==> src/rtl/core/pebc_pkg.sv <==
// Shared types, constants and command codes for the pause-excise burst coalescer.
`default_nettype none
package pebc_pkg;

    localparam int MAX_PAUSES = 16;
    localparam int TIME_BITS  = 40;
    localparam int PIDX_BITS  = (MAX_PAUSES > 1) ? $clog2(MAX_PAUSES) : 1;
    localparam int CNT_BITS   = $clog2(MAX_PAUSES + 1);
    localparam int SHIFT_BITS = TIME_BITS + CNT_BITS;
    localparam int KEY_BITS   = 8;
    localparam int GAP_BITS   = 16;
    localparam int CFG_BITS   = 16;
    localparam int REG_BITS   = 2;

    localparam logic [GAP_BITS-1:0] MERGE_GAP_RST = 16'd1500;
    localparam logic [GAP_BITS-1:0] TAIL_PAD_RST  = 16'd600;
    localparam logic [KEY_BITS-1:0] MIN_KEYS_RST  = 8'd3;
    localparam logic [KEY_BITS-1:0] KEY_MAX       = 8'd255;

    typedef enum logic [1:0] {
        CMD_CLEAR = 2'd0,
        CMD_ADD   = 2'd1,
        CMD_EVENT = 2'd2,
        CMD_FLUSH = 2'd3
    } cmd_t;

    typedef enum logic [REG_BITS-1:0] {
        REG_MERGE_GAP = 2'd0,
        REG_TAIL_PAD  = 2'd1,
        REG_MIN_KEYS  = 2'd2,
        REG_UNUSED    = 2'd3
    } reg_idx_t;

    typedef struct packed {
        logic [1:0]           cmd;
        logic [TIME_BITS-1:0] event_time_ms;
        logic [TIME_BITS-1:0] range_start_ms;
        logic [TIME_BITS-1:0] range_end_ms;
    } in_beat_t;

    typedef struct packed {
        logic [TIME_BITS-1:0] burst_start_ms;
        logic [TIME_BITS:0]   burst_end_ms;
    } out_beat_t;

    typedef struct packed {
        logic [GAP_BITS-1:0] merge_gap;
        logic [GAP_BITS-1:0] tail_pad;
        logic [KEY_BITS-1:0] min_keys;
    } cfg_t;

    // token moving down the range chain
    typedef struct packed {
        logic                  valid;
        cmd_t                  cmd;
        logic                  add_ok;
        logic [PIDX_BITS-1:0]  slot;
        logic [TIME_BITS-1:0]  t;
        logic [TIME_BITS-1:0]  rs;
        logic [TIME_BITS-1:0]  re;
        logic                  drop;
        logic [SHIFT_BITS-1:0] shift;
    } chain_t;

endpackage
`default_nettype wire

==> src/rtl/core/pebc_burst.sv <==
// Time adjust stage, gap-based burst coalescer and output register.
`default_nettype none
module pebc_burst
    import pebc_pkg::*;
(
    input  wire logic      aclk,
    input  wire logic      aresetn,
    input  wire logic      advance,
    input  wire cfg_t      cfg,
    input  wire chain_t    tok_i,
    output logic           m_valid,
    input  wire logic      m_ready,
    output out_beat_t      m_data
);

    // adjust stage
    logic                 adj_valid_reg;
    cmd_t                 adj_cmd_reg;
    logic [TIME_BITS-1:0] adj_reg, adj_next;
    logic                 take;

    // burst state
    logic                 open_reg, open_next;
    logic [TIME_BITS-1:0] first_reg, first_next;
    logic [TIME_BITS-1:0] last_reg, last_next;
    logic [KEY_BITS-1:0]  cnt_reg, cnt_next;
    logic                 out_valid_reg, out_valid_next;
    out_beat_t            out_reg, out_next;
    logic                 emit;
    logic                 emit_ok;
    logic                 extend;
    logic [TIME_BITS-1:0] gap;

    assign take = tok_i.valid && ((tok_i.cmd == CMD_FLUSH) ||
                  ((tok_i.cmd == CMD_EVENT) && !tok_i.drop));

    always_comb begin
        if ({{CNT_BITS{1'b0}}, tok_i.t} > tok_i.shift) begin
            adj_next = tok_i.t - tok_i.shift[TIME_BITS-1:0];
        end else begin
            adj_next = '0;
        end
    end

    always_ff @(posedge aclk) begin
        if (!aresetn) begin
            adj_valid_reg <= 1'b0;
        end else if (advance) begin
            adj_valid_reg <= take;
        end
    end

    always_ff @(posedge aclk) begin
        if (advance) begin
            adj_cmd_reg <= tok_i.cmd;
            adj_reg     <= adj_next;
        end
    end

    assign gap     = adj_reg - last_reg;
    assign extend  = (adj_reg < last_reg) || (gap <= TIME_BITS'(cfg.merge_gap));
    assign emit_ok = open_reg && (cnt_reg >= cfg.min_keys);

    always_comb begin
        open_next  = open_reg;
        first_next = first_reg;
        last_next  = last_reg;
        cnt_next   = cnt_reg;
        emit       = 1'b0;
        if (adj_valid_reg) begin
            if (adj_cmd_reg == CMD_FLUSH) begin
                emit       = emit_ok;
                open_next  = 1'b0;
                first_next = '0;
                last_next  = '0;
                cnt_next   = '0;
            end else if (!open_reg) begin
                open_next  = 1'b1;
                first_next = adj_reg;
                last_next  = adj_reg;
                cnt_next   = KEY_BITS'(1);
            end else if (extend) begin
                last_next = adj_reg;
                if (cnt_reg != KEY_MAX) begin
                    cnt_next = cnt_reg + KEY_BITS'(1);
                end
            end else begin
                emit       = emit_ok;
                first_next = adj_reg;
                last_next  = adj_reg;
                cnt_next   = KEY_BITS'(1);
            end
        end
    end

    always_comb begin
        out_next.burst_start_ms = first_reg;
        out_next.burst_end_ms   = {1'b0, last_reg} + (TIME_BITS + 1)'(cfg.tail_pad);
        if (advance) begin
            out_valid_next = emit;
        end else begin
            out_valid_next = out_valid_reg;
        end
    end

    always_ff @(posedge aclk) begin
        if (!aresetn) begin
            open_reg      <= 1'b0;
            first_reg     <= '0;
            last_reg      <= '0;
            cnt_reg       <= '0;
            out_valid_reg <= 1'b0;
        end else begin
            out_valid_reg <= out_valid_next;
            if (advance) begin
                open_reg  <= open_next;
                first_reg <= first_next;
                last_reg  <= last_next;
                cnt_reg   <= cnt_next;
            end
        end
    end

    always_ff @(posedge aclk) begin
        if (advance && emit) begin
            out_reg <= out_next;
        end
    end

    assign m_valid = out_valid_reg;
    assign m_data  = out_reg;

`ifndef NO_ASSERTIONS
    a_open_count: assert property (@(posedge aclk) disable iff (!aresetn)
        open_reg |-> (cnt_reg != '0))
        else $error("open burst with zero count");
    a_closed_clean: assert property (@(posedge aclk) disable iff (!aresetn)
        !open_reg |-> (cnt_reg == '0) && (last_reg == '0))
        else $error("closed burst holds stale state");
    a_emit_needs_open: assert property (@(posedge aclk) disable iff (!aresetn)
        (advance && emit) |-> open_reg && adj_valid_reg)
        else $error("burst emitted without an open burst");
    a_stall_holds: assert property (@(posedge aclk) disable iff (!aresetn)
        (out_valid_reg && !m_ready) |=> out_valid_reg && $stable(out_reg))
        else $error("result lost while stalled");
`endif

endmodule
`default_nettype wire

==> config.mk <==
export PLATFORM = sky130hd
export DESIGN_NAME = pebc_burst
export DESIGN_NICKNAME = d
export VERILOG_FILES = /design/src/rtl/core/pebc_pkg.sv /design/src/rtl/core/pebc_burst.sv
export SDC_FILE = /design/constraint.sdc
export NUM_CORES = 1
export LEC_CHECK = 0
export BUFFER_PORTS_ARGS = -buffer_cell sky130_fd_sc_hd__buf_2
export CAP_MARGIN = 30
export CORE_ASPECT_RATIO = 1.4
export CORE_MARGIN = 2
export CORE_UTILIZATION = 53
export CTS_CLUSTER_DIAMETER = 150
export CTS_CLUSTER_SIZE = 10
export DETAILED_ROUTE_END_ITERATION = 12
export PLACE_DENSITY_LB_ADDON = 0.25
export RECOVER_POWER = 50
export SLEW_MARGIN = 20
export SYNTH_ARGS = -nofsm -noshare
export SYNTH_HDL_FRONTEND = slang
export SYNTH_SLANG_ARGS = --single-unit
export TNS_END_PERCENT = 20
==> constraint.sdc <==
create_clock -name aclk -period 8.3 [get_ports aclk]
set_input_delay 0.83 -clock aclk [delete_from_list [all_inputs] [get_ports aclk]]
set_output_delay 0.83 -clock aclk [all_outputs]
set_load 0.05 [all_outputs]
Word level (Yosys, flattened, before mapping):

Cells that the tools add are included.

* flip-flop bits (word level): 214
* latch bits: 0
* bits in writable memories: 0
* bits in read-only memories: 0
* bits of input ports: 218
* output and inout bits: 82
* word-level logic and storage cells: 47
* memories: 0

* $add $sub $neg: 4
* multiply operators: 0
* div/mod/pow operators: 0
* magnitude comparators: 4
* eq/ne operators: 6
* shift operators: 0
* mux-type cells: 13
* bitwise gates (word level): 0
* reduce and logical (&&, ||, !) cells: 10

Operators by type and width (number)
* 40-bit 2-to-1 mux: 4
* 40-bit subtractor: 2
* 40-bit by 45-bit > comparator with 1-bit output: 1
* 40-bit by 16-bit adder with 41-bit output: 1
* 40-bit by 16-bit less-or-equal comparator with 1-bit output: 1
* 40-bit < comparator: 1
* 8-bit 2-to-1 mux: 4
* 8-bit by 1-bit adder with 8-bit output, second input constant: 1
* 8-bit >= comparator: 1
* 8-bit != test, second input constant: 1
* 2-bit == test, second input constant: 3
* 3-bit AND reduction: 2
* 1-bit 2-to-1 mux: 5
* 1-bit logical AND: 4
* 4-bit by 2-bit != test with 1-bit output, second input constant: 1
* 3-bit by 2-bit != test with 1-bit output, second input constant: 1
* 1-bit logical OR: 2
* 2-bit AND reduction: 1
* 1-bit logical NOT: 1

Depth between registers and ports, before layout:

Gate-level depths: netlist (run 1).

* depth after elaboration: 8
* depth in mapped cells: 25
* mapped depth without buffers: 24

Worst setup path after synthesis (run 1):

Ideal clock, no wire load.

* path kind: flip-flop to flip-flop
* start point: register last_reg[1]
* end point: register out_reg (netlist bit m_data[0]), enable pin
* library setup time: 0.446 ns
* arrival: 5.410 ns
* data required time: 7.854 ns
* slack: 2.444 ns
* stages on the path, launching flop included: 23
* buffers on the path: 0
* clock period less this slack: 5.856 ns
* cell sequence: dfxtp_1 inv_1 ha_1 nor2b_1 o2111a_1 nor3_1 nor2_1 a31oi_1 nor2b_1 o21ai_0 nor2b_1 xnor2_1 ha_1 nand4_1 a2111o_1 a21oi_1 nor3_1 nand4_1 nor4_1 nand4b_1 nor4_4 a21oi_1 o21a_1

* cells in the longest elaborated chain, start to end: 8
* elaborated cells on any way between the ends: 9
* those cells by class: add/sub: 1; order compare: 2; mux: 4; reduce/logical: 2

Ends and longest elaborated chain
* start, declared: RTL line pebc_burst.sv:25 `logic [TIME_BITS-1:0] last_reg, last_next;`
* start signal, assigned: RTL line pebc_burst.sv:118 `last_reg <= last_next;`
* 40-bit subtractor: RTL line pebc_burst.sv:60 `assign gap = adj_reg - last_reg;`
* 40-bit by 16-bit less-or-equal comparator with 1-bit output: RTL line pebc_burst.sv:61 `assign extend = (adj_reg < last_reg) || (gap <= TIME_BITS'(cfg.merge_gap));`
* 1-bit logical OR (*): RTL line pebc_burst.sv:61
* 1-bit 2-to-1 mux (*): RTL line pebc_burst.sv:82 `end else if (extend) begin`
* 1-bit 2-to-1 mux (*): RTL line pebc_burst.sv:77 `end else if (!open_reg) begin`
* 1-bit 2-to-1 mux (*): RTL line pebc_burst.sv:71 `if (adj_cmd_reg == CMD_FLUSH) begin`
* 1-bit 2-to-1 mux (*): RTL line pebc_burst.sv:70 `if (adj_valid_reg) begin`
* 1-bit logical AND (*): RTL line pebc_burst.sv:125 `if (advance && emit) begin`
* end signal, assigned: RTL line pebc_burst.sv:126 `out_reg <= out_next;`
* end, declared: RTL line pebc_burst.sv:28 `out_beat_t out_reg, out_next;`

Every way passes the cells marked *; elsewhere a longest branch is shown, timed or not.
A chain may end at the register's enable or synchronous reset.

Worst setup path in the final report (run 1):

* start point: register last_reg[1]
* end point: register first_reg[9]

* cells in the longest elaborated chain, start to end: 5
* elaborated cells on any way between the ends: 6
* those cells by class: add/sub: 1; order compare: 2; eq/ne: 1; reduce/logical: 2

Ends and longest elaborated chain
* 40-bit subtractor: RTL line pebc_burst.sv:60
* 40-bit by 16-bit less-or-equal comparator with 1-bit output: RTL line pebc_burst.sv:61
* 1-bit logical OR (*): RTL line pebc_burst.sv:61
* 3-bit by 2-bit != test with 1-bit output (no line) (*)
* 3-bit AND reduction (no line) (*)
* end signal, assigned: RTL line pebc_burst.sv:117 `first_reg <= first_next;`
* end, declared: RTL line pebc_burst.sv:24 `logic [TIME_BITS-1:0] first_reg, first_next;`

Marks and branches as above.

==> impl_metrics.py, run 1 <==
metrics = {
    "placed_design": {
        "dp_slack_ps": 2390,
        "dp_cells": 2103,
        "dp_hpwl_um": 29800,
        "port_buffers": 213,
        "routabilityCongestion": 1.01,
    },
    "cts": {
        "cts_resized": 0,
        "insertion_delay_ps": 530,
        "htreeDepth": 1,
        "cts_hold_buf": 0,
        "cts.clk_slew.worst_paths_ps": 60,
        "clockBufferDepth": 3,
        "cts_buffers": 25,
        "clock_sinks": 214,
        "post_cts_buffers": 0,
        "cts_tree": "yes",
        "cts_root_buf": "clkbuf_16",
    },
    "setup_path": {
        "cp_max_fo": 22,
        "cp_common_cell": "nor2b_1",
        "critPathTopFamily": "simple AND/OR/NAND/NOR gates",
        "worstPathRequired_ps": 8740,
        "cp_slowest_stage_delay_ps": 660,
        "cp_slowest_cell": "and4_1",
        "critPathArrivalTime_ps": 6460,
        "critPathKind": "flip-flop to flip-flop",
        "setup.worst_path.end_class": "flip-flop",
        "crit_chain": "inv_1, ha_1, nor2b_1, o2111a_1, nor3_1, nor2_1, a31oi_1, nor2b_1, o21ai_0, nor2b_1, xnor2_1, ha_1, nand4_1, nor4_1, a21oi_1, nor3_1, nand4_1, nor4_1, nand4b_1, nor4_4, and4_1, buf_4, o21ai_0, a21oi_1",
        "crit_buf_inv": 2,
        "worstSetupStartpointType": "flip-flop",
    },
    "synth": {
        "synth_fp_nets": 1974,
        "muxShareOfSynthArea_pct": 0.492,
        "synth_compound_area_share_pct": 19.2,
        "ys_seq_elements": 214,
        "syn_area_um2": 14200,
        "ys.flop_type": "edfxtp_1",
        "postSynthCellCount": 1632,
        "synth_warnings": 0,
        "async_reset_ff_share_pct": 0,
        "synth_xor_area_share_pct": 5.04,
        "synth_commonest_cells": "a21oi_1 (185), inv_1 (133), edfxtp_1 (123)",
        "synth_edf_count": 123,
        "ys_types": 75,
        "synth_top_family_by_area": "simple AND/OR/NAND/NOR gates",
        "yosysMostFrequentCell": "a21oi_1",
        "synthAdderAreaFrac_pct": 11.0,
        "yosysSeqAreaShare_pct": 38.7,
        "synth_top_area_share_pct": 25.9,
        "yosys.area_share.simple_pct": 19.6,
        "syn_avg_cell_area_um2": 8.73,
        "synthTopCellsByArea": "edfxtp_1 (26%), dfxtp_1 (13%), ha_1 (11%)",
        "yosysTopAreaCell": "edfxtp_1",
    },
    "die": {
        "die_w_um": 143,
        "io_pins": 300,
        "core_um2": 26700,
        "rows": 71,
        "die-area_um2": 28200,
        "start_util_pct": 53.5,
        "die-height_um": 198,
    },
    "global_routing": {
        "grt_pass1_wl_um": 62000,
        "antenna_found_initial": 0,
        "grt-ovfl-total": 0,
        "grt_usage_pct": 27.4,
        "grt_pass1_vias": 12500,
        "grt_start_max_net_pins": 90,
    },
    "final_layout": {
        "largest_reg_flops": 81,
        "layoutNonFillerInstCount": 2147,
        "layout-drive-gt1-share_pct": 10.8,
        "syn2layout_area_growth_pct": 13.3,
        "fin_util_pct": 60.6,
        "fillers": 2391,
        "nets": 2145,
        "antenna_cells": 0,
    },
    "route": {
        "vias_per_cell": 6.02,
        "vias": 12900,
        "avgRoutedWirePerCell_um": 18.3,
        "firstDrtPassIters": 5,
        "drt-total-wl_um": 39400,
        "drc": 0,
        "drtIter0Drc": 1051,
        "ant_nets": 0,
    },
    "timing": {
        "finalSetupViolations": 0,
        "slew_violations": 48,
        "hold_viol": 0,
        "finalClockSkew_ps": 17.9,
        "relSlewSlack_pct": -58.5,
        "rsz0062_at_grt": "false",
        "fin_ws_ps": 2280,
        "finalCriticalPeriod_ps": 6020,
        "fin_crit_sh_pct": 72.6,
        "finalHoldWorstSlack_ps": 417,
        "setup-tns-final_ps": 0,
        "worst_pin_slew_ps": 2380,
        "max_freq_mhz": 166,
    },
    "run": {
        "max_cap_violations": 1,
    },
    "pwr": {
        "pwr-share-comb_pct": 18.0,
        "seq_power_share_pct": 44.6,
        "switching_power_mw": 0.714,
        "p_sw_share_pct": 27.5,
        "pwr-share-clk_pct": 37.4,
        "ir_worst_vdd_mv": 0.111,
        "p_leak_nw": 6.13,
        "intPower_mw": 1.88,
        "power_density_nw_per_um2": 161,
    },
    "min_path": {
        "hp-class": "flip-flop to flip-flop",
    },
    "run_status": {
        "violations": "max-capacitance violations, max-slew violations",
        "outcome": "finished, violations left",
    },
}
[cell families (layout without fill, tap and decap cells)]
kind of cell	count (synthesis)	after routing
flops	214	214
fa+ha+maj	124	124
simple gates	536	536
compound gates	452	452
xor+xnor	82	82
mux	7	7
buf+inv	217	404
[path summary, 6_finish.rpt]
kind                     start           end  slack, ps  depth (start not counted)
hold / removal    first_reg[7]    m_data[48]        420                          0
setup reg to reg   last_reg[1]  first_reg[9]       2280                         24
hold reg to reg   first_reg[7]    m_data[48]        420                          0
setup / recovery   last_reg[1]  first_reg[9]       2280                         24
[final cells by class]
| type | count | area (um^2) | share of cell area (%) |
|---|---|---|---|
| clock inverters | 1 | 8.76 | 0.0543 |
| repair buffers | 227 | 1090 | 6.73 |
| clock buffers | 42 | 689 | 4.27 |
| well taps | 328 | 410 | 2.54 |
| flip-flops and latches | 214 | 5520 | 34.2 |
| inverters | 134 | 503 | 3.12 |
| multi-input cells | 1201 | 7930 | 49.1 |
[power groups by stage]
| stage | clock, mW | sequential, mW | combinational, mW |
|---|---|---|---|
| 2_1_floorplan | 0 | 1.17 | 0.333 |
| 3_3_place_gp | 0 | 1.18 | 0.455 |
| 3_5_place_dp | 0 | 1.18 | 0.460 |
| 4_1_cts | 0.981 | 1.16 | 0.463 |
| 5_1_grt | 1.02 | 1.16 | 0.520 |
| 6_report | 0.969 | 1.16 | 0.468 |
[through the flow]
step | cell area [um^2] | total power, mW
4_1_cts | 16200 | 2.60
2_1_floorplan | 14200 | 1.50
5_1_grt | 16100 | 2.70
3_5_place_dp | 15500 | 1.64
3_3_place_gp | 15500 | 1.63
6_report | 16100 | 2.59
[layout by cell type, fill, tap and decap left out, types with 66 or more instances in the layout]
master / Yosys / layout
nand3_1: 73 / 73
nand4_1: 71 / 71
buf_2: 7 / 128
nand2_1: 117 / 116
dfxtp_1: 91 / 91
o21ai_0: 102 / 101
ha_1: 121 / 121
nor2_1: 66 / 66
inv_1: 133 / 133
a21oi_1: 185 / 185
clkbuf_1: 66 / 103
edfxtp_1: 123 / 123
[per-layer routing]
metal / track usage (%) / wire length, um / up-vias
li1: - / - / 6311
met1: 32.1 / 15600 / 6091
met2: 49.6 / 19900 / 427
met3: 3.41 / 2230 / 94
met4: 12.2 / 1620 / 0
met5: 0 / 0 / -
Power figures use the tool's default switching activity.
==> run 2, diff against run 1 <==
==> constraint.sdc (replaced) <==
create_clock -name aclk -period 5.7 [get_ports aclk]
set_input_delay 0.57 -clock aclk [delete_from_list [all_inputs] [get_ports aclk]]
set_output_delay 0.57 -clock aclk [all_outputs]
set_load 0.05 [all_outputs]
==> impl_metrics.py, run 2 (same netlist as run 1, synthesis figures left out) <==
metrics = {
    "final_layout": {
        "fin_util_pct": 61.1,
        "layout_common_cells": "a21oi_1 (185), inv_1 (133), buf_2 (129)",
        "largest_reg_flops": 81,
        "layout-drive-gt1-share_pct": 11.6,
        "nets": 2151,
        "antenna_cells": 0,
        "syn2layout_area_growth_pct": 14.2,
        "final_common_cell": "a21oi_1",
    },
    "cts": {
        "cts_resized": 0,
        "clock_sinks": 214,
        "cts_buffers": 25,
        "cts.clk_slew.worst_paths_ps": 50,
        "cts_tree": "yes",
        "clockBufferDepth": 3,
        "cts_hold_buf": 0,
        "htreeDepth": 1,
        "insertion_delay_ps": 530,
        "post_cts_buffers": 0,
        "cts_root_buf": "clkbuf_16",
    },
    "setup_path": {
        "critPathCapture": "first_reg[4]",
        "critPathKind": "flip-flop to flip-flop",
        "crit_chain": "ha_2, a21o_1, a211o_1, and2_1, or3_4, a21oi_4, xnor2_1, ha_1, nand4_1, nor4_2, a21oi_1, nor3_1, nand4_1, nor4_2, nand4b_1, nor4_4, and4_4, buf_6, o21ai_0, a21oi_1",
        "r2r-end": "first_reg[4]",
        "critPathArrivalTime_ps": 5890,
        "critPathTopFamily": "simple AND/OR/NAND/NOR gates",
        "worstPathRequired_ps": 6150,
        "setup.worst_path.end_class": "flip-flop",
        "reg2reg_depth": 20,
        "crit_buf_inv": 1,
        "r2r-start": "adj_reg[8]",
        "ff2ff_setup_slack_ps": 260,
        "cp_slowest_cell": "edfxtp_1",
        "cp_slowest_stage_delay_ps": 460,
        "cp_max_fo": 21,
        "worstSetupStartpointType": "flip-flop",
        "crit_start": "adj_reg[8]",
        "path_depth": 20,
    },
    "route": {
        "ant_nets": 0,
        "drc": 0,
        "drt-total-wl_um": 39300,
        "avgRoutedWirePerCell_um": 18.2,
        "vias": 12800,
        "drtIter0Drc": 959,
        "vias_per_cell": 5.95,
        "firstDrtPassIters": 5,
    },
    "pwr": {
        "power.total_mw": 3.80,
        "p_leak_nw": 6.17,
        "ir_worst_vdd_mv": 0.184,
        "power_density_nw_per_um2": 234,
    },
    "global_routing": {
        "grt_start_max_net_pins": 90,
        "use_met2_pct": 48.7,
        "grt_usage_pct": 27.5,
        "antenna_found_initial": 0,
        "met1_usage_pct": 33.2,
        "grt_pass1_wl_um": 62300,
        "grt-ovfl-total": 0,
        "grt_pass1_vias": 12400,
        "use_met3_pct": 3.43,
        "busiest_layer": "met2",
    },
    "timing": {
        "finalClockSkew_ps": 17.7,
        "relSlewSlack_pct": -59.7,
        "finalHoldWorstSlack_ps": 292,
        "hold_viol": 0,
        "finalSetupViolations": 0,
        "finalCriticalPeriod_ps": 5440,
        "worst_pin_slew_ps": 2390,
        "fin_crit_sh_pct": 95.5,
        "slew_violations": 48,
        "max_freq_mhz": 184,
        "fin_ws_ps": 255,
    },
    "min_path": {
        "hp-class": "input port to flip-flop",
        "hold_start": "tok_i[172]",
    },
    "die": {
        "start_util_pct": 53.5,
        "die-height_um": 198,
        "core_um2": 26700,
        "die_w_um": 143,
        "io_pins": 300,
        "die-area_um2": 28200,
        "rows": 71,
    },
    "run_status": {
        "violations": "max-capacitance violations, max-slew violations",
        "outcome": "finished, violations left",
    },
    "placed_design": {
        "port_buffers": 213,
        "dp_slack_ps": 159,
        "routabilityCongestion": 0.976,
        "dp_hpwl_um": 29800,
    },
    "run": {
        "max_cap_violations": 2,
    },
}
## run 2: cell count changes in the layout (fill, tap and decap cells not counted), moves of 2 or more
cell	previous run	this run
buf_4	11	15
buf_6	0	2
nor4_1	17	15
nor4_2	0	2
## run 2: area by class of cell
type                            instances  area, um^2
Fill cell                            2379       10400
Clock inverter                          1        8.76
Sequential cell                       214        5520
Tap cell                              328         410
Clock buffer                           43         693
Timing Repair Buffer                  233        1140
Inverter                              134         503
Multi-Input combinational cell       1201        8000
## run 2: report_power, final
part / total [mW] / switching [mW] / internal (mW)
Clock: 1.43 / 0.609 / 0.817
Combinational: 0.690 / 0.413 / 0.276
Sequential: 1.68 / 0.0320 / 1.65
Total: 3.80 / 1.05 / 2.75
## run 2: metrics by stage
| stage | cell area (um^2) | std cells | TNS [ps] |
|---|---|---|---|
| after floorplan | 14200 | 1632 | 0 |
| after global placement | 15600 | 2109 | 0 |
| after detailed placement | 15600 | 2109 | 0 |
| after CTS | 16300 | 2153 | 0 |
| after global routing | 16300 | 2154 | -94.8 |
| final | 16300 | 2154 | 0 |
## run 2: worst min path at each step
stage,end,slack (ps),cells after the start
6_report,adj_cmd_reg[1],290,1
5_1_grt,adj_cmd_reg[0],280,1
4_1_cts,adj_cmd_reg[1],230,1
3_5_place_dp,m_data[44],410,0
3_3_place_gp,m_data[41],410,0
2_1_floorplan,m_data[41],400,0
## run 2: per-layer routing
| layer | part of all wire (%) | vias to the layer above |
|---|---|---|
| li1 | - | 6314 |
| met1 | 40 | 5991 |
| met2 | 50 | 407 |
| met3 | 5.7 | 95 |
| met4 | 4.3 | 0 |
| met5 | 0 | - |
## run 2: worst register-to-register path, cell delays in order, from the launching register on
cell      delay [ps]
edfxtp_1         460
ha_2             370
a21o_1           210
a211o_1          310
and2_1           170
or3_4            430
a21oi_4          200
xnor2_1           90
ha_1             290
nand4_1          190
nor4_2           370
a21oi_1           80
nor3_1           240
nand4_1          140
nor4_2           360
nand4b_1         230
nor4_4           360
and4_4           300
buf_6            200
o21ai_0          160
a21oi_1          200
