[config.mk]
export PLATFORM = sky130hd
export DESIGN_NAME = pebc_cell
export DESIGN_NICKNAME = d
export VERILOG_FILES = /design/src/rtl/core/pebc_pkg.sv /design/src/rtl/core/pebc_cell.sv
export SDC_FILE = /design/constraint.sdc
export NUM_CORES = 1
export LEC_CHECK = 0
export BUFFER_PORTS_ARGS = -buffer_cell sky130_fd_sc_hd__buf_2
export CORE_MARGIN = 8
export CORE_UTILIZATION = 25
export DETAILED_ROUTE_END_ITERATION = 8
export GPL_TIMING_DRIVEN = 0
export PLACE_DENSITY = 0.54
export SYNTH_ARGS = -nofsm -noshare
export SYNTH_HDL_FRONTEND = slang
export SYNTH_SLANG_ARGS = --single-unit
[constraint.sdc]
create_clock -name aclk -period 9.05 [get_ports aclk]
set_input_delay 0.4525 -clock aclk [delete_from_list [all_inputs] [get_ports aclk]]
set_output_delay 0.4525 -clock aclk [all_outputs]
set_load 0.005 [all_outputs]
[src/rtl/core/pebc_pkg.sv]
// Shared types, constants and command codes for the pause-excise burst coalescer.
`default_nettype none
package pebc_pkg;

    localparam int MAX_PAUSES = 16;
    localparam int TIME_BITS  = 40;
    localparam int PIDX_BITS  = (MAX_PAUSES > 1) ? $clog2(MAX_PAUSES) : 1;
    localparam int CNT_BITS   = $clog2(MAX_PAUSES + 1);
    localparam int SHIFT_BITS = TIME_BITS + CNT_BITS;
    localparam int KEY_BITS   = 8;
    localparam int GAP_BITS   = 16;
    localparam int CFG_BITS   = 16;
    localparam int REG_BITS   = 2;

    localparam logic [GAP_BITS-1:0] MERGE_GAP_RST = 16'd1500;
    localparam logic [GAP_BITS-1:0] TAIL_PAD_RST  = 16'd600;
    localparam logic [KEY_BITS-1:0] MIN_KEYS_RST  = 8'd3;
    localparam logic [KEY_BITS-1:0] KEY_MAX       = 8'd255;

    typedef enum logic [1:0] {
        CMD_CLEAR = 2'd0,
        CMD_ADD   = 2'd1,
        CMD_EVENT = 2'd2,
        CMD_FLUSH = 2'd3
    } cmd_t;

    typedef enum logic [REG_BITS-1:0] {
        REG_MERGE_GAP = 2'd0,
        REG_TAIL_PAD  = 2'd1,
        REG_MIN_KEYS  = 2'd2,
        REG_UNUSED    = 2'd3
    } reg_idx_t;

    typedef struct packed {
        logic [1:0]           cmd;
        logic [TIME_BITS-1:0] event_time_ms;
        logic [TIME_BITS-1:0] range_start_ms;
        logic [TIME_BITS-1:0] range_end_ms;
    } in_beat_t;

    typedef struct packed {
        logic [TIME_BITS-1:0] burst_start_ms;
        logic [TIME_BITS:0]   burst_end_ms;
    } out_beat_t;

    typedef struct packed {
        logic [GAP_BITS-1:0] merge_gap;
        logic [GAP_BITS-1:0] tail_pad;
        logic [KEY_BITS-1:0] min_keys;
    } cfg_t;

    // token moving down the range chain
    typedef struct packed {
        logic                  valid;
        cmd_t                  cmd;
        logic                  add_ok;
        logic [PIDX_BITS-1:0]  slot;
        logic [TIME_BITS-1:0]  t;
        logic [TIME_BITS-1:0]  rs;
        logic [TIME_BITS-1:0]  re;
        logic                  drop;
        logic [SHIFT_BITS-1:0] shift;
    } chain_t;

endpackage
`default_nettype wire

[src/rtl/core/pebc_cell.sv]
// One pause-range cell: holds a range and applies it to each passing token.
`default_nettype none
module pebc_cell
    import pebc_pkg::*;
(
    input  wire logic                 aclk,
    input  wire logic                 aresetn,
    input  wire logic                 advance,
    input  wire logic [PIDX_BITS-1:0] cell_idx,
    input  wire chain_t               tok_i,
    output chain_t                    tok_o
);

    logic                 used_reg, used_next;
    logic [TIME_BITS-1:0] start_reg, end_reg;
    logic                 capture;
    logic                 hit, past;
    logic [TIME_BITS-1:0] len;
    chain_t               tok_reg, tok_next;

    assign capture = tok_i.valid && (tok_i.cmd == CMD_ADD) && tok_i.add_ok
                     && (tok_i.slot == cell_idx);
    assign hit  = used_reg && (tok_i.t >= start_reg) && (tok_i.t < end_reg);
    assign past = used_reg && (tok_i.t >= end_reg);
    assign len  = end_reg - start_reg;

    always_comb begin
        used_next = used_reg;
        tok_next  = tok_i;
        if (tok_i.valid) begin
            if (tok_i.cmd == CMD_CLEAR) begin
                used_next = 1'b0;
            end else if (capture) begin
                used_next = 1'b1;
            end
            if (tok_i.cmd == CMD_EVENT) begin
                tok_next.drop = tok_i.drop | hit;
                if (past) begin
                    tok_next.shift = tok_i.shift + SHIFT_BITS'(len);
                end
            end
        end
    end

    always_ff @(posedge aclk) begin
        if (!aresetn) begin
            used_reg      <= 1'b0;
            tok_reg.valid <= 1'b0;
        end else if (advance) begin
            used_reg <= used_next;
            tok_reg  <= tok_next;
        end
    end

    always_ff @(posedge aclk) begin
        if (advance && capture) begin
            start_reg <= tok_i.rs;
            end_reg   <= tok_i.re;
        end
    end

    assign tok_o = tok_reg;

endmodule
`default_nettype wire

Yosys cells after proc, flatten, opt, wreduce, memory -nomap -nowiden
Index checks and enable logic that the tools add are counted.
{"block": "classes", "eq_ne": 3, "n_reduce_logical": 11, "bitwise": 1, "mux": 5, "addsub": 2, "magnitude_cmp": 3}
{"cell": "46-bit 2-to-1 mux", "count": 2}
{"cell": "40-bit greater-or-equal comparator", "count": 2}
{"cell": "45-bit by 40-bit adder with 45-bit output", "count": 1}
{"cell": "45-bit 2-to-1 mux", "count": 1}
{"cell": "40-bit < comparator", "count": 1}
{"cell": "40-bit subtractor", "count": 1}
{"cell": "1-bit logical AND", "count": 7}
{"cell": "4-bit == test", "count": 1}
{"cell": "3-bit AND reduction", "count": 1}
{"cell": "2-bit by 1-bit == test with 1-bit output, second input constant", "count": 1}
{"cell": "2-bit == test, second input constant", "count": 1}
{"cell": "2-bit logical NOT", "count": 1}
{"cell": "1-bit 2-to-1 mux", "count": 2}
{"cell": "2-bit AND reduction", "count": 1}
{"cell": "2-bit nonzero test", "count": 1}
{"cell": "1-bit OR", "count": 1}
{"block": "totals", "wordCells": 37, "inputBits": 181, "ff_bits": 255, "out_inout_bits": 174}

Longest topological paths before layout
Gate-level depths: netlist (run 1).
{"block": "logic_depth", "word_depth": 6, "depth_mapped": 24, "ltp_nobuf": 24}

Least setup slack after synthesis (run 1)
OpenSTA, ideal clock, no wires.
{"block": "synth_path", "path_kind": "input port to flip-flop", "from": "input port cell_idx[0]", "to": "register end_reg[0], enable pin", "t_arrival_ps": 8404, "n_path_buf": 0, "slack_ps": -74, "cell_stages": 3, "setup_ps": 719, "t_required_ps": 8331, "cell_sequence": "xnor2_1 > nand4_1 > nor4_1"}
{"block": "synth_between", "elab_chain_cells": 3}
{"element": "from (decl)", "line_no": "pebc_cell.sv:9", "rtl": "input wire logic [PIDX_BITS-1:0] cell_idx,"}
{"element": "4-bit == test", "line_no": "pebc_cell.sv:22", "rtl": "&& (tok_i.slot == cell_idx);"}
{"element": "1-bit logical AND", "line_no": "pebc_cell.sv:22"}
{"element": "1-bit logical AND", "line_no": "pebc_cell.sv:56", "rtl": "if (advance && capture) begin"}
{"element": "to (signal assigned)", "line_no": "pebc_cell.sv:58", "rtl": "end_reg <= tok_i.re;"}
{"element": "to (decl)", "line_no": "pebc_cell.sv:15", "rtl": "logic [TIME_BITS-1:0] start_reg, end_reg;"}
No other way between the ends.
A chain may end at the register's enable or synchronous reset.

==> reports/qor.txt, run 1 <==
post-synth top area share -> 53.10%
most frequent CP cell -> a21oi_1
largest area contributor in the netlist -> edfxtp_1
Synth area leaders -> edfxtp_1 (53%), ha_1 (14%), a21oi_1 (3.7%), a21o_1 (3.6%), xnor2_1 (3.4%)
final hold vios -> 0
total CTS buffers -> 31
CP Max Fanout -> 5
Worst-Skew Late Latency -> 0.58 ns
worst reg2reg endpoint -> tok_o[44]$_DFFE_PP_
H-tree Lvls -> 1
CTS resizes -> 0
Startpoint Class -> flop
drt drc -> 0
Max Clk Rate -> 0.1741 GHz
full die area -> 0.06514 mm2
detailed router's first-iteration violation count -> 542
Largest register FFs -> 174
GRT met3 Usage -> 3.858%
antenna viol nets, final -> 0
slowest stage delay, CP -> 0.52 ns
Post-Syn Nets -> 1,555
Setup TNS -> 0 ns
grt ovf -> 0
critical-path cell list -> inv_1 > ha_1 > fa_1 > inv_1 > a21oi_1 > o211ai_1 > a211oi_1 > a21oi_1 > a21oi_1 > o21bai_1 > a21oi_1 > xnor2_1 > ha_1 > nand2_1 > or3_1 > o211ai_1 > a31oi_1 > a311oi_1 > a21oi_1 > o21ai_0 > nand3_1 > xnor2_1
Worst EP required -> 9.37 ns
IO Pins -> 355
Post-synth top flop -> edfxtp_1
filler cell count -> 5,706
first-pass GRT wire length -> 65,500 um
Hold/Removal Path Class -> in2reg
Worst Setup SP -> end_reg[0]$_DFFE_PP_
CTS tree -> built
worst reg2reg path depth -> 22
synthesized area per cell -> 11.82 um2
worst-margin pin slew -> 1.172 ns
GRT Overall Usage -> 13.05%
Core ar. -> 0.05650 mm2
mapped cell area -> 0.01431 mm2
Syn Inst Count -> 1,210
DP Area -> 0.01717 mm2
Starting Density -> 25.33%
Final period util -> 63.46%
routability cong. -> 0.8486
largest net degree at the start of global routing -> 69
setup violators final -> 0
Clock Tree Buf Depth -> 3
Slew HR -> 21.49%
cell with the most instances after synthesis -> edfxtp_1
die width -> 255.2 um
Detailed Routing Iterations Pass 1 -> 5
Final Skew -> 0.01947 ns
Post-CTS Hold Buffers -> 0
synth-to-layout area growth -> 27.50%
max cap viols -> 0
routed len/inst -> 18.54 um
number of port buffers -> 354
worst vdd ir -> 0.0001456 V
type of destination of the critical path -> flop
post-synthesis async set-or-reset flop share -> 0%
fin util -> 32.29%
clk sinks -> 255
CP max-delay cell -> a311oi_1
vias -> 10,780
crit path DAT -> 6.06 ns
RSZ-0062 raised after global routing -> no
Reg clk slew, reported paths -> 0.06 ns
WS Path Type -> reg2reg
share of cells above drive strength 1 -> 26.50%
met1 Track Usage GR -> 16.51%
vias in the first global route -> 11,220
Row Count -> 87
GRT busiest layer -> met2
FF-to-FF setup slack -> 3.31 ns
Routed WL -> 44,350 um
clock root buffer -> clkbuf_16
Lkg Pwr -> 7.943 nW
post-route minimum period -> 5.743 ns
Critical Path End -> tok_o[44]$_DFFE_PP_
Pwr Density -> 163.1 mW/mm2
Vert. Die Dim -> 255.2 um
status -> complete, no violations
Cell variety after synth -> 59
initial antenna violation count -> 17
max-slew violation count -> 0
Final nets -> 1,951
Commonest cells post-synth -> edfxtp_1 (253), ha_1 (162), a21oi_1 (106), inv_1 (106), o21ai_0 (80)
reg-to-reg startpoint -> end_reg[0]$_DFFE_PP_
Seq/Total Area, Yosys -> 53.38%
Post-synth EDFFs -> 253
mean number of vias per cell -> 4.507
buffer count from post-CTS setup fixing -> 0
met2 usage -> 21.63%
Finished Cell Area -> 0.01824 mm2
DP HPWL -> 36,420 um
Synth warnings -> 0
synthesized flop and latch total -> 255
==> where the power goes <==
part           internal [W]  switching, W
Sequential          0.00136     0.0000127
Clock              0.000774      0.000519
Combinational      0.000134      0.000175
==> final cells by class <==
class	instances	area, um2	share of cell area (%)
Multi-Input combinational cell	831	6218	34.09
Inverter	106	397.9	2.181
Tap cell	756	945.9	5.185
Clock buffer	34	787.0	4.314
Antenna cell	6	15.01	0.08230
Timing Repair Buffer	363	1899	10.41
Sequential cell	255	7637	41.87
Clock inverter	23	269.0	1.475
Buffer	18	72.57	0.3978
==> critical path, delay by kind of cell, from the launching register on <==
| family | cells | cell delay [ns] |
|---|---|---|
| buffers and inverters | 2 | 0.12 |
| AO/OA/AOI/OAI | 12 | 3.18 |
| adder cells (fa/ha/maj) | 3 | 0.80 |
| AND/OR/NAND/NOR | 3 | 0.73 |
| flip-flops | 1 | 0.39 |
| XOR/XNOR | 2 | 0.26 |
==> how the worst min path moves through the flow <==
stage,cells after the start,end,slack [ns],from
floorplan,2,used_reg$_SDFFE_PN0P_,0.45,used_reg$_SDFFE_PN0P_
global placement,2,used_reg$_SDFFE_PN0P_,0.46,used_reg$_SDFFE_PN0P_
detailed placement,2,used_reg$_SDFFE_PN0P_,0.47,used_reg$_SDFFE_PN0P_
CTS,1,start_reg[35]$_DFFE_PP_,0.03,tok_i[121]
global route,1,end_reg[9]$_DFFE_PP_,0.03,tok_i[55]
finish,1,start_reg[35]$_DFFE_PP_,0.07,tok_i[121]
==> through the flow <==
stage / instances / total power, W / hold slack, ns / setup WS (ns)
detailed placement: 2328 / 0.001709 / 0.4683 / 3.280
global route: 2389 / 0.003106 / 0.03035 / 2.840
floorplan: 1210 / 0.001547 / 0.4480 / 3.318
finish: 2392 / 0.002975 / 0.06501 / 3.307
CTS: 2385 / 0.003029 / 0.02670 / 3.241
global placement: 2320 / 0.001708 / 0.4623 / 0.8767
==> logic make-up (layout without fill, tap and decap cells) <==
logic type | count (synthesis) | after routing | synth area share, %
and+or+nand+nor | 235 | 235 | 8.133
xor gates and xnor gates | 81 | 81 | 4.958
other | 0 | 6 | 0
muxes | 7 | 7 | 0.5510
adders and majority gates | 164 | 164 | 14.45
AOI/OAI and AO/OA | 344 | 344 | 15.24
buffers and inverters | 124 | 544 | 3.288
DFF | 255 | 255 | 53.38
==> cell usage in the layout (no fill, tap or decap), drive strengths merged, types with 24 or more instances in the layout <==
cell type / Yosys / layout
nand2: 75 / 75
edfxtp: 253 / 253
a21oi: 107 / 107
o21ai: 80 / 80
buf: 4 / 366
xor2: 25 / 25
xnor2: 56 / 56
ha: 162 / 162
inv: 106 / 112
nor2: 44 / 44
nand4: 24 / 24
clkbuf: 14 / 49
a21o: 69 / 69
==> metal layers <==
metal	routed length, um	share of wire, %
met2	20960	47
met4	695	1.6
met5	111	0.25
met3	3351	7.6
met1	19230	43
No activity file was read; power rests on OpenSTA's default activity.
==> run 2, diff against run 1 <==
==> constraint.sdc (replaced) <==
create_clock -name aclk -period 4.9 [get_ports aclk]
set_input_delay 0.245 -clock aclk [delete_from_list [all_inputs] [get_ports aclk]]
set_output_delay 0.245 -clock aclk [all_outputs]
set_load 0.005 [all_outputs]
==> run 2 against run 1 <==
Net effect: the run now ends with setup timing left; non-clock buffer count increased by 214; design area increased by 15%; global-route usage increased by 0.72 points; clock-buffer cell count unchanged; via count increased by 8.4%; hold slack got worse by 0.014 ns; sequential power increased by 85%; final cell count increased by 8.9%; combinational power increased by 150%; clock skew increased by 0.015 ns; critical endpoint is now tok_o[41]$_DFFE_PP_.
==> reports/qor.txt, run 2 (same netlist as run 1, synthesis figures left out) <==
H-tree Lvls -> 1
vias -> 11,690
drt drc -> 0
RSZ-0062 raised after global routing -> yes
WP depth -> 21
status -> finished with violations
die width -> 255.2 um
Final Skew -> 0.03467 ns
GRT Overall Usage -> 13.77%
IO Pins -> 355
WS Path Type -> reg2reg
Detailed Routing Iterations Pass 1 -> 5
number of port buffers -> 354
fin util -> 37.09%
CP Max Fanout -> 4
Starting Density -> 25.33%
Worst EP required -> 5.23 ns
PnR worst setup slack -> -0.05297 ns
Lkg Pwr -> 8.997 nW
Critical Path End -> tok_o[41]$_DFFE_PP_
FF-to-FF setup slack -> -0.05 ns
commonest non-fill, non-tap cells in the layout -> buf_2 (358), edfxtp_1 (253), dlygate4sd3_1 (173)
Row Count -> 87
critical-path cell list -> inv_2 > ha_4 > a21o_1 > or3_4 > o221a_4 > a211o_1 > o31a_1 > a21oi_4 > buf_6 > o22ai_4 > a21oi_2 > xnor2_2 > ha_4 > a21o_1 > a211oi_4 > o31ai_2 > a31oi_2 > a31oi_2 > a21oi_2 > nor3b_2 > xor2_1
max-slew violation count -> 0
DP HPWL -> 36,840 um
CTS tree -> built
worst reg2reg path depth -> 21
routed len/inst -> 18.29 um
largest net degree at the start of global routing -> 67
routability cong. -> 0.8402
synth-to-layout area growth -> 46.45%
antenna viol nets, final -> 0
violated checks -> setup timing
Finished Cell Area -> 0.02095 mm2
crit path DAT -> 5.29 ns
Worst Path Buf+Inv -> 2
slowest stage delay, CP -> 0.39 ns
clk sinks -> 255
final hold vios -> 0
Clock Tree Buf Depth -> 3
top sig layer -> met5
CP max-delay cell -> o31a_1
wl on met1 -> 20,000 um
Reg clk slew, reported paths -> 0.06 ns
detailed router's first-iteration violation count -> 611
reg-to-reg startpoint -> start_reg[4]$_DFFE_PP_
kind of cell adding the most delay to the critical path -> compound AO/OA/AOI/OAI gates
Final period util -> 101.1%
Max Clk Rate -> 0.2019 GHz
Fin Hold WS -> 0.05074 ns
Vert. Die Dim -> 255.2 um
grt ovf -> 0
mean number of vias per cell -> 4.488
share of cells above drive strength 1 -> 31.20%
first-pass GRT wire length -> 69,710 um
worst-margin pin slew -> 1.086 ns
total CTS buffers -> 30
worst vdd ir -> 0.0003294 V
Slew HR -> 27.39%
Setup TNS -> -0.09313 ns
wire length on met2 -> 23,080 um
setup violators final -> 2
Final nets -> 2,164
post-route minimum period -> 4.953 ns
worst reg2reg endpoint -> tok_o[41]$_DFFE_PP_
Routed WL -> 47,620 um
max cap viols -> 0
full die area -> 0.06514 mm2
Largest register FFs -> 174
vias in the first global route -> 12,210
metal3 WL -> 3424 um
Pwr Density -> 271.3 mW/mm2
most common cell after layout, fill and taps aside -> buf_2
initial antenna violation count -> 7
Worst Setup SP -> start_reg[4]$_DFFE_PP_
DP Area -> 0.01719 mm2
Startpoint Class -> flop
clock root buffer -> clkbuf_16
Core ar. -> 0.05650 mm2
Worst-Skew Late Latency -> 0.60 ns
type of destination of the critical path -> flop
Hold/Removal Path Class -> in2reg
## run 2: how the worst min path moves through the flow
stage / start / end / slack, ns / cells past startpoint
3_3_place_gp: tok_i[121] / tok_o[121]$_DFFE_PP_ / 0.44 / 1
6_report: tok_i[34] / tok_o[34]$_DFFE_PP_ / 0.05 / 3
2_1_floorplan: tok_i[46] / end_reg[0]$_DFFE_PP_ / 0.34 / 0
5_1_grt: tok_i[34] / tok_o[34]$_DFFE_PP_ / 0.05 / 3
3_5_place_dp: tok_i[51] / tok_o[51]$_DFFE_PP_ / 0.44 / 1
4_1_cts: tok_i[34] / tok_o[34]$_DFFE_PP_ / 0.008 / 3
## run 2: worst min-delay path, stage by stage
cell and delay (ns):
buf_2 0.11, nand2_1 0.04, o21ai_0 0.10
## run 2: repair_timing
item / in CTS / in global routing
endpoints found under the setup margin: 45 / 19
pin swaps: 28 / 63
endpoints found under the hold margin: 253 / 0
hold buffers: 173 / 0
resized for setup: 58 / 83
buffers inserted: 17 / 32
gates cloned: 0 / 0
## run 2: layout make-up
cell class              instances  area [um2]
repair buffers                584        4034
multi-input cells             831        6832
clock buffers                  34       787.0
clock inverters                22       256.5
fillers                      5501       35540
well taps                     756       945.9
diodes                          5       12.51
inverters                     106       400.4
plain buffers                  11       47.55
flip-flops and latches        255        7637
## run 2: where the power goes
| part | switching (W) | leakage, nW | total, W | internal, W |
|---|---|---|---|---|
| clock network | 0.000968 | 0.494 | 0.00239 | 0.00142 |
| logic | 0.000379 | 6.14 | 0.000762 | 0.000383 |
| registers | 0.0000248 | 2.36 | 0.00254 | 0.00251 |
| total | 0.00137 | 9.00 | 0.00569 | 0.00431 |
## run 2: routing by layer
layer | vias up | global-route usage (%)
met1 | 5587 | 16.86
met2 | 261 | 23.67
met5 | - | 0
li1 | 5769 | -
met3 | 62 | 3.766
met4 | 8 | 3.689
## run 2: metrics by stage
step | setup WS (ns) | total power (W) | std cells
floorplan | 0.1660 | 0.002858 | 1210
global placement | -2.078 | 0.003156 | 2320
detailed placement | -0.8645 | 0.003159 | 2329
CTS | -0.004638 | 0.005719 | 2568
global route | -0.2343 | 0.005908 | 2601
finish | -0.05297 | 0.005685 | 2604
==> run 3, diff against run 2 <==
--- a/config.mk
+++ b/config.mk
@@ -10,7 +10,7 @@
 export CORE_UTILIZATION = 25
 export DETAILED_ROUTE_END_ITERATION = 8
 export GPL_TIMING_DRIVEN = 0
-export PLACE_DENSITY = 0.54
+export PLACE_DENSITY = 0.53
 export SYNTH_ARGS = -nofsm -noshare
 export SYNTH_HDL_FRONTEND = slang
 export SYNTH_SLANG_ARGS = --single-unit
==> constraint.sdc (replaced) <==
create_clock -name aclk -period 5.1 [get_ports aclk]
set_input_delay 0.255 -clock aclk [delete_from_list [all_inputs] [get_ports aclk]]
set_output_delay 0.255 -clock aclk [all_outputs]
set_load 0.005 [all_outputs]
==> run 3 against run 2 <==
Net effect: the flow now finishes without violations; final cell count is 1.0% lower; maximum frequency up 0.38%; critical path depth unchanged; routed wire length decreased by 2.7%; clock skew is 0.023 ns lower; global-route usage decreased by 0.23 points; clock power shrank 5%; die area unchanged; hold slack got worse by 0.0098 ns; critical path type unchanged; largest cell class unchanged; largest power group unchanged.
==> reports/qor.txt, run 3 (same netlist as run 1, synthesis figures left out) <==
Slew HR -> 43.26%
total CTS buffers -> 31
Pwr Density -> 263.8 mW/mm2
filler cell count -> 5,537
Worst Min Path Start -> tok_i[19]
DP HPWL -> 36,620 um
most frequent CP cell -> buf_4
post-route minimum period -> 4.934 ns
Sequential Area -> 0.007637 mm2
Lkg Pwr -> 8.803 nW
synth-to-layout area growth -> 42.90%
routability cong. -> 0.8562
crit path DAT -> 5.24 ns
type of destination of the critical path -> flop
Core ar. -> 0.05650 mm2
antenna viol nets, final -> 0
PnR worst setup slack -> 0.1658 ns
Inst Count DP -> 2,328
Detailed Routing Iterations Pass 1 -> 4
WP depth -> 21
Final nets -> 2,138
detailed router's first-iteration violation count -> 387
setup violators final -> 0
Starting Density -> 25.33%
GRT Overall Usage -> 13.54%
Pwr Total -> 0.005394 W
max cap viols -> 0
worst reg2reg endpoint -> tok_o[39]$_DFFE_PP_
final hold vios -> 0
Worst-Skew Late Latency -> 0.59 ns
Worst EP required -> 5.41 ns
IO Pins -> 355
Max Clk Rate -> 0.2027 GHz
Largest register FFs -> 174
slowest stage delay, CP -> 0.43 ns
max-slew violation count -> 0
Vert. Die Dim -> 255.2 um
die width -> 255.2 um
CP Max Fanout -> 7
critical-path cell list -> ha_4 > a21o_1 > or3_4 > o221a_4 > a211o_1 > o31a_1 > a21oi_4 > nor2b_1 > o211ai_1 > a21oi_2 > xor2_1 > buf_4 > ha_4 > nand3_1 > nor3_1 > a31oi_1 > buf_4 > a31oi_4 > buf_4 > xnor2_1 > o21ai_0
hold depth -> 2
Final period util -> 96.75%
most common cell after layout, fill and taps aside -> buf_2
worst reg2reg path depth -> 21
vias -> 11,400
grt ovf -> 0
Startpoint Class -> flop
multi-input logic area -> 0.006583 mm2
Final Skew -> 0.01211 ns
Worst Path Buf+Inv -> 3
Worst Setup SP -> end_reg[4]$_DFFE_PP_
WS Path Type -> reg2reg
Row Count -> 87
mean number of vias per cell -> 4.423
worst-margin pin slew -> 0.8489 ns
CP max-delay cell -> edfxtp_1
routed len/inst -> 17.98 um
number of port buffers -> 354
status -> complete, no violations
Hold EP -> tok_o[19]$_DFFE_PP_
full die area -> 0.06514 mm2
worst vdd ir -> 0.0002503 V
Reg clk slew, reported paths -> 0.06 ns
Hold/Removal Path Class -> in2reg
vias in the first global route -> 11,940
RSZ-0062 raised after global routing -> yes
first-pass GRT wire length -> 68,650 um
Routed WL -> 46,340 um
largest net degree at the start of global routing -> 69
CTS tree -> built
initial antenna violation count -> 7
share of cells above drive strength 1 -> 28.45%
clk sinks -> 255
clock root buffer -> clkbuf_16
commonest non-fill, non-tap cells in the layout -> buf_2 (358), edfxtp_1 (253), dlygate4sd3_1 (170)
Clock Tree Buf Depth -> 3
FF-to-FF setup slack -> 0.17 ns
kind of cell adding the most delay to the critical path -> compound AO/OA/AOI/OAI gates
drt drc -> 0
reg-to-reg startpoint -> end_reg[4]$_DFFE_PP_
H-tree Lvls -> 1
fin cells -> 2,577
Worst Setup Slack post-DPL -> -0.6352 ns
[run 3: cell types whose count changed in the layout (fill, tap and decap cells not counted), sizes merged]
cell / delta
inv: +1
diode: -1
bufinv: -1
clkinvlp: +1
dlygate4sd3: -3
clkbuf: -1
buf: -23
[run 3: area by class of cell]
cell class | instances | share of cell area [%]
Antenna cell | 4 | 0.04896
Buffer | 10 | 0.2081
Clock buffer | 34 | 3.849
Clock inverter | 23 | 1.230
Inverter | 106 | 1.946
Multi-Input combinational cell | 831 | 32.20
Sequential cell | 255 | 37.35
Tap cell | 756 | 4.626
Timing Repair Buffer | 558 | 18.54
[run 3: power breakdown]
group | total (W) | internal, W | switching [W]
sequential | 0.00244 | 0.00241 | 0.0000233
combinational | 0.000695 | 0.000346 | 0.000349
clock | 0.00226 | 0.00132 | 0.000938
[run 3: worst max-delay path by stage]
stage / to / slack, ns
CTS: tok_o[42]$_DFFE_PP_ / -0.02
global placement: tok_o[126]$_DFFE_PP_ / -1.86
detailed placement: tok_o[41]$_DFFE_PP_ / -0.64
finish: tok_o[39]$_DFFE_PP_ / 0.17
global route: tok_o[38]$_DFFE_PP_ / -0.04
floorplan: tok_o[0]$_DFFE_PP_ / 0.36
[run 3: per-stage QoR]
stage / util [%] / hold slack (ns) / setup TNS [ns] / area [um2]
6_report: 36.19 / 0.04095 / 0 / 20450
5_1_grt: 36.17 / 0.01749 / -0.1107 / 20440
4_1_cts: 35.53 / 0.0003454 / -0.01618 / 20070
3_5_place_dp: 30.38 / 0.4473 / -5.079 / 17170
3_3_place_gp: 30.16 / 0.4486 / -323.55 / 17040
2_1_floorplan: - / 0.3539 / 0 / 14320
[run 3: worst reg2reg max path, delay by kind of cell (launching register included)]
kind | cells | cell delay, ns
xor gates and xnor gates | 2 | 0.26
buffers and inverters | 3 | 0.46
AOI/OAI and AO/OA | 10 | 2.22
DFF | 1 | 0.43
and+or+nand+nor | 4 | 0.75
adders and majority gates | 2 | 0.56
[run 3: layer usage]
layer | routed length [um] | GRT usage [%] | vias to the layer above | part of all wire (%)
met1 | 19770 | 17.16 | 5372 | 43
met4 | 748 | 2.876 | 8 | 1.6
met3 | 3373 | 3.635 | 48 | 7.3
li1 | - | - | 5711 | -
met2 | 22390 | 22.98 | 259 | 48
met5 | 52 | 0 | - | 0.11
[run 3: repair_timing]
| item | in CTS | in global routing |
|---|---|---|
| endpoints found under the setup margin | 14 | 31 |
| hold endpoints to repair | 249 | 0 |
| gates resized for setup | 25 | 55 |
| pin swaps | 13 | 32 |
| hold buffers | 170 | 0 |
| buffers inserted | 10 | 16 |
